==> src/rtl/dpb_pkg.sv <==
// ============================================================================
// dpb_pkg: shared types for the depth pixel back-projection core
// Word formats of both channels, the queue entry, configuration and
// register index codes.
// ============================================================================
package dpb_pkg;

    localparam int IDX_W       = 16;   // pixel index field width in the queue
    localparam int QUEUE_DEPTH = 4;
    localparam int QPTR_W      = 2;

    typedef enum logic [2:0] {
        REG_DEPTH_SCALE = 3'd0,
        REG_MIN_DEPTH   = 3'd1,
        REG_MAX_DEPTH   = 3'd2,
        REG_CENTER_X    = 3'd3,
        REG_CENTER_Y    = 3'd4,
        REG_INV_FOCAL_X = 3'd5,
        REG_INV_FOCAL_Y = 3'd6,
        REG_SWAP_COLOR  = 3'd7
    } reg_index_t;

    typedef struct packed {
        logic [15:0] depth_raw;
        logic [7:0]  first_byte;
        logic [7:0]  second_byte;
        logic [7:0]  third_byte;
        logic        start_of_frame;
        logic        end_of_line;
    } in_word_t;

    typedef struct packed {
        logic signed [31:0] point_x;
        logic signed [31:0] point_y;
        logic [31:0]        point_z;
        logic [7:0]         red;
        logic [7:0]         green;
        logic [7:0]         blue;
    } out_word_t;

    typedef struct packed {
        logic [15:0]      depth_raw;
        logic [7:0]       first_byte;
        logic [7:0]       second_byte;
        logic [7:0]       third_byte;
        logic [IDX_W-1:0] column;
        logic [IDX_W-1:0] row;
    } pixel_t;

    typedef struct packed {
        logic [23:0] depth_scale;
        logic [31:0] min_depth;
        logic [31:0] max_depth;
        logic [15:0] center_x;
        logic [15:0] center_y;
        logic [23:0] inv_focal_x;
        logic [23:0] inv_focal_y;
        logic        swap_color;
    } cfg_t;

endpackage

==> src/rtl/dpb_front.sv <==
// ============================================================================
// dpb_front: raster position tracking and pixel selection
// Keeps row/column counters and phases, passes every STRIDE-th pixel of
// every STRIDE-th row into the work queue.
// ============================================================================
module dpb_front #(
    parameter int MAX_DIMENSION = 4096,
    parameter int STRIDE        = 3
) (
    input  logic              clk,
    input  logic              rst_n,
    input  logic              in_valid,
    output logic              in_ready,
    input  dpb_pkg::in_word_t in_word,
    input  logic              queue_full,
    output logic              push,
    output dpb_pkg::pixel_t   pixel
);
    import dpb_pkg::*;

    localparam int IW = $clog2(MAX_DIMENSION);
    localparam int PW = (STRIDE > 1) ? $clog2(STRIDE) : 1;
    localparam logic [IW:0] DIM_LIMIT   = (IW + 1)'(MAX_DIMENSION);
    localparam logic [PW:0] PHASE_LIMIT = (PW + 1)'(STRIDE);

    logic [IW-1:0] col_reg, col_next, row_reg, row_next;
    logic [PW-1:0] col_ph_reg, col_ph_next, row_ph_reg, row_ph_next;
    logic [IW-1:0] col_cur, row_cur, col_adv, row_adv;
    logic [PW-1:0] col_ph_cur, row_ph_cur, col_ph_adv, row_ph_adv;
    logic [IW:0]   col_inc, row_inc;
    logic [PW:0]   col_ph_inc, row_ph_inc;
    logic          accept;

    assign in_ready = !queue_full;
    assign accept   = in_valid && in_ready;

    always_comb
    begin
        // start of frame clears position before the pixel is used
        col_cur    = in_word.start_of_frame ? '0 : col_reg;
        row_cur    = in_word.start_of_frame ? '0 : row_reg;
        col_ph_cur = in_word.start_of_frame ? '0 : col_ph_reg;
        row_ph_cur = in_word.start_of_frame ? '0 : row_ph_reg;

        col_inc    = {1'b0, col_cur} + (IW + 1)'(1);
        row_inc    = {1'b0, row_cur} + (IW + 1)'(1);
        col_ph_inc = {1'b0, col_ph_cur} + (PW + 1)'(1);
        row_ph_inc = {1'b0, row_ph_cur} + (PW + 1)'(1);
        col_adv    = (col_inc >= DIM_LIMIT) ? '0 : col_inc[IW-1:0];
        row_adv    = (row_inc >= DIM_LIMIT) ? '0 : row_inc[IW-1:0];
        col_ph_adv = (col_ph_inc >= PHASE_LIMIT) ? '0 : col_ph_inc[PW-1:0];
        row_ph_adv = (row_ph_inc >= PHASE_LIMIT) ? '0 : row_ph_inc[PW-1:0];

        col_next    = col_reg;
        row_next    = row_reg;
        col_ph_next = col_ph_reg;
        row_ph_next = row_ph_reg;
        if (accept)
        begin
            if (in_word.end_of_line)
            begin
                col_next    = '0;
                col_ph_next = '0;
                row_next    = row_adv;
                row_ph_next = row_ph_adv;
            end
            else
            begin
                col_next    = col_adv;
                col_ph_next = col_ph_adv;
                row_next    = row_cur;
                row_ph_next = row_ph_cur;
            end
        end
    end

    assign push = accept && (col_ph_cur == '0) && (row_ph_cur == '0);

    always_comb
    begin
        pixel.depth_raw   = in_word.depth_raw;
        pixel.first_byte  = in_word.first_byte;
        pixel.second_byte = in_word.second_byte;
        pixel.third_byte  = in_word.third_byte;
        pixel.column      = IDX_W'(col_cur);
        pixel.row         = IDX_W'(row_cur);
    end

    always_ff @(posedge clk or negedge rst_n)
    begin
        if (!rst_n)
        begin
            col_reg    <= '0;
            row_reg    <= '0;
            col_ph_reg <= '0;
            row_ph_reg <= '0;
        end
        else
        begin
            col_reg    <= col_next;
            row_reg    <= row_next;
            col_ph_reg <= col_ph_next;
            row_ph_reg <= row_ph_next;
        end
    end

`ifndef SYNTHESIS
    // frame start pixel sits at phase zero and must always be queued
    a_sof_selected: assert property (@(posedge clk) disable iff (!rst_n)
        (accept && in_word.start_of_frame) |-> push)
        else $error("start of frame pixel not queued");
    a_eol_clears_col: assert property (@(posedge clk) disable iff (!rst_n)
        (accept && in_word.end_of_line) |=> (col_reg == '0 && col_ph_reg == '0))
        else $error("column not cleared after end of line");
`endif

endmodule

==> config.mk <==
export PLATFORM = sky130hd
export DESIGN_NAME = dpb_front
export DESIGN_NICKNAME = d
export VERILOG_FILES = /design/src/rtl/dpb_pkg.sv /design/src/rtl/dpb_front.sv
export SDC_FILE = /design/constraint.sdc
export NUM_CORES = 1
export LEC_CHECK = 0
export BUFFER_PORTS_ARGS = -buffer_cell sky130_fd_sc_hd__buf_2
export CAP_MARGIN = 20
export CORE_AREA = 10 10 65 106
export DETAILED_ROUTE_END_ITERATION = 8
export DIE_AREA = 0 0 75 116
export PLACE_DENSITY = 0.81
export SLEW_MARGIN = 20
export SYNTH_ARGS = -nofsm -noshare
export SYNTH_HDL_FRONTEND = slang
export SYNTH_SLANG_ARGS = --single-unit
==> constraint.sdc <==
create_clock -name clk -period 1.9 [get_ports clk]
set_input_delay 0.285 -clock clk [delete_from_list [all_inputs] [get_ports clk]]
set_output_delay 0.285 -clock clk [all_outputs]
set_load 0.05 [all_outputs]
==> impl_metrics.py <==
metrics = {
    "status": {
        "outcome": "finished, final reports clean",
    },
    "power_and_ir_drop": {
        "p_per_area_nw_per_um2": 580,
        "seq_power_share_pct": 50.2,
        "finalPower_mw": 1.32,
        "internal-power_mw": 0.879,
        "combPwrFrac_pct": 24.2,
        "power_switching_mw": 0.442,
        "leakagePower_nw": 1.12,
        "ir_drop_v": 0.000236,
        "clkPwrFrac_pct": 25.6,
        "p_sw_share_pct": 33.5,
    },
    "die": {
        "die_area_um2": 8700,
        "rows": 34,
        "floorplan.initialDensity_pct": 43.7,
        "ios": 120,
        "dieWidth_um": 75,
        "core_area_um2": 5060,
        "die_h_um": 116,
    },
    "synthesis": {
        "ys_top_cells_by_area": "dfrtp_1, buf_4, nor2b_1",
        "yosysTopAreaCellShare_pct": 31.7,
        "async_flop_share_pct": 100,
        "synth_edf_count": 0,
        "yosys_warnings": 0,
        "syn_inst": 263,
        "ys_seq_area_share_pct": 31.7,
        "yosys.area.top_type": "dfrtp_1",
        "ys.flop_type": "dfrtp_1",
        "synth-seq-cells": 28,
        "syn_area_um2": 2210,
        "synth.distinct_cells": 48,
        "synth.avg_cell_area_um2": 8.42,
    },
    "sta": {
        "hold_viol": 0,
        "fin_crit_sh_pct": 91.5,
        "timing.setup.tns_ns": 0,
        "setup_viol": 0,
        "layout_setup_ws_ns": 0.161,
        "worst_slew_pin_slew_ns": 0.641,
        "rsz0062_at_grt": "false",
        "relSlewSlack_pct": 57.3,
        "maxSlewViolCount": 0,
        "fmax_mhz": 575,
        "hold_ws_ns": 0.0119,
        "finClkSkew_ns": 0.000760,
        "min_period_ns": 1.74,
    },
    "global_routing": {
        "grt_pass1_wl_mm": 8.47,
        "grt_max_degree": 29,
        "antenna_found_initial": 0,
        "track_usage_pct": 12.4,
        "gr-total-overflow": 0,
        "grt_pass1_vias": 1816,
    },
    "flow_run": {
        "maxCapViolations": 0,
    },
    "route": {
        "drt-wirelength-per-cell_um": 17.0,
        "drt_iter0_markers": 81,
        "dr.pass1.iters": 4,
        "vias": 1770,
        "vias_per_cell": 5.64,
        "wl_mm": 5.35,
        "drcViolationCount": 0,
        "ant_nets": 0,
    },
    "setup_path": {
        "reg2regPathDepth": 5,
        "startpoint_type": "register",
        "r2r_end": "row_reg[3]",
        "r2r-start": "row_reg[5]",
        "cp_max_fo": 5,
        "cp-end-kind": "register",
        "r2r_slack_ns": 0.16,
        "crit_type": "register to register",
        "arrival_ns": 1.91,
        "crit_required_ns": 2.07,
    },
    "clocking": {
        "path_clk_slew_ns": 0.10,
        "cts_tree": "built",
        "cts_max_path_buffers": 2,
        "post_cts_buffers": 0,
        "cts.sinks": 28,
        "clock_latency_ns": 0.28,
        "cts_root_buffer": "clkbuf_8",
        "htreeDepth": 1,
        "cts_buffers": 3,
    },
    "layout": {
        "layout_commonest_cell": "buf_2",
        "final_cell_count_no_fill": 314,
        "syn_to_final_growth_pct": 2.88,
        "layout.nets": 310,
        "final_core_util_pct": 45.0,
        "regArea_um2": 701,
        "antennaDiodeCount": 0,
        "stdcell_area_um2": 2280,
        "fill_cells": 497,
        "drive_gt1_share_pct": 25.8,
        "mostFrequentLayoutCells": "buf_2, nand2_1, dfrtp_1",
        "multi_input_area_um2": 1170,
    },
    "placement": {
        "hpwlAfterDp_mm": 4.15,
        "place_congestion": 0.868,
        "port_buffers": 31,
        "place_area_um2": 2240,
        "placed_cells": 311,
        "dp_slack_ns": -0.0170,
    },
    "hold_path": {
        "hold_class": "primary input to asynchronous set/reset pin",
    },
}
[how the worst max path moves through the flow]
stage	endpoint	from	slack, ns
finish	row_reg[3]	row_reg[5]	0.16
global route	col_reg[8]	col_reg[0]	0.06
CTS	row_reg[3]	row_reg[1]	0.07
detailed placement	row_reg[3]	in_word[1]	-0.02
global placement	col_reg[8]	in_word[1]	0.04
floorplan	row_reg[3]	in_word[1]	-0.35
[kinds of logic (layout without fill, tap and decap cells)]
family | after synthesis | after routing | share of synthesized area (%)
flops | 28 | 28 | 31.7
mux | 3 | 3 | 1.36
xor+xnor | 5 | 5 | 1.98
fa+ha+maj | 2 | 2 | 1.13
other cells | 1 | 8 | 0.169
compound gates | 46 | 46 | 14.9
buf+inv | 65 | 55 | 19.6
simple gates | 113 | 113 | 29.2
[per-layer routing]
metal,global-route usage (%),wire length [um]
met5,0,0
met4,8.63,189
met3,1.46,265
met2,22.8,2780
met1,12.1,2110
[cell usage after synthesis, types with 3 or more instances]
library cell and instances:
a32o_1 3, buf_2 5, nand3b_1 3, nor2b_1 22
o21ai_0 15, nand2_1 28, buf_4 49, a22o_1 6
dfrtp_1 28, xnor2_1 3, nor2_1 17, o211ai_1 3
clkbuf_1 4, mux2i_1 3, o31ai_1 4, or2_2 3
and3_1 3, nand4_1 4, nor3_1 6, inv_1 7
nand3_1 9, nor4_1 4
[power groups by stage]
stage               sequential [mW]  combinational, mW  clock (mW)
floorplan                     0.668              0.479           0
global placement              0.673              0.313           0
detailed placement            0.674              0.322           0
CTS                           0.663              0.323       0.344
global route                  0.666              0.348       0.359
finish                        0.663              0.319       0.339
[area by class of cell]
| type | count | share of cell area, % |
|---|---|---|
| Inverter | 7 | 1.15 |
| Sequential cell | 28 | 30.8 |
| Timing Repair Buffer | 45 | 12.0 |
| Multi-Input combinational cell | 177 | 51.3 |
| Clock buffer | 3 | 1.81 |
| Tap cell | 54 | 2.97 |
[worst max-delay path, cell delays in order, from the launching register on]
cell,delay (ns)
dfrtp_1,0.47
nand4b_4,0.15
buf_4,0.17
nor4_4,0.36
nor3_2,0.13
a221o_1,0.35
[timing repair]
action | in CTS | in global routing
setup endpoints to repair | 0 | 1
hold buffers | 0 | 0
resized for setup | 0 | 0
Note: power is estimated with default switching activity, not from simulation.
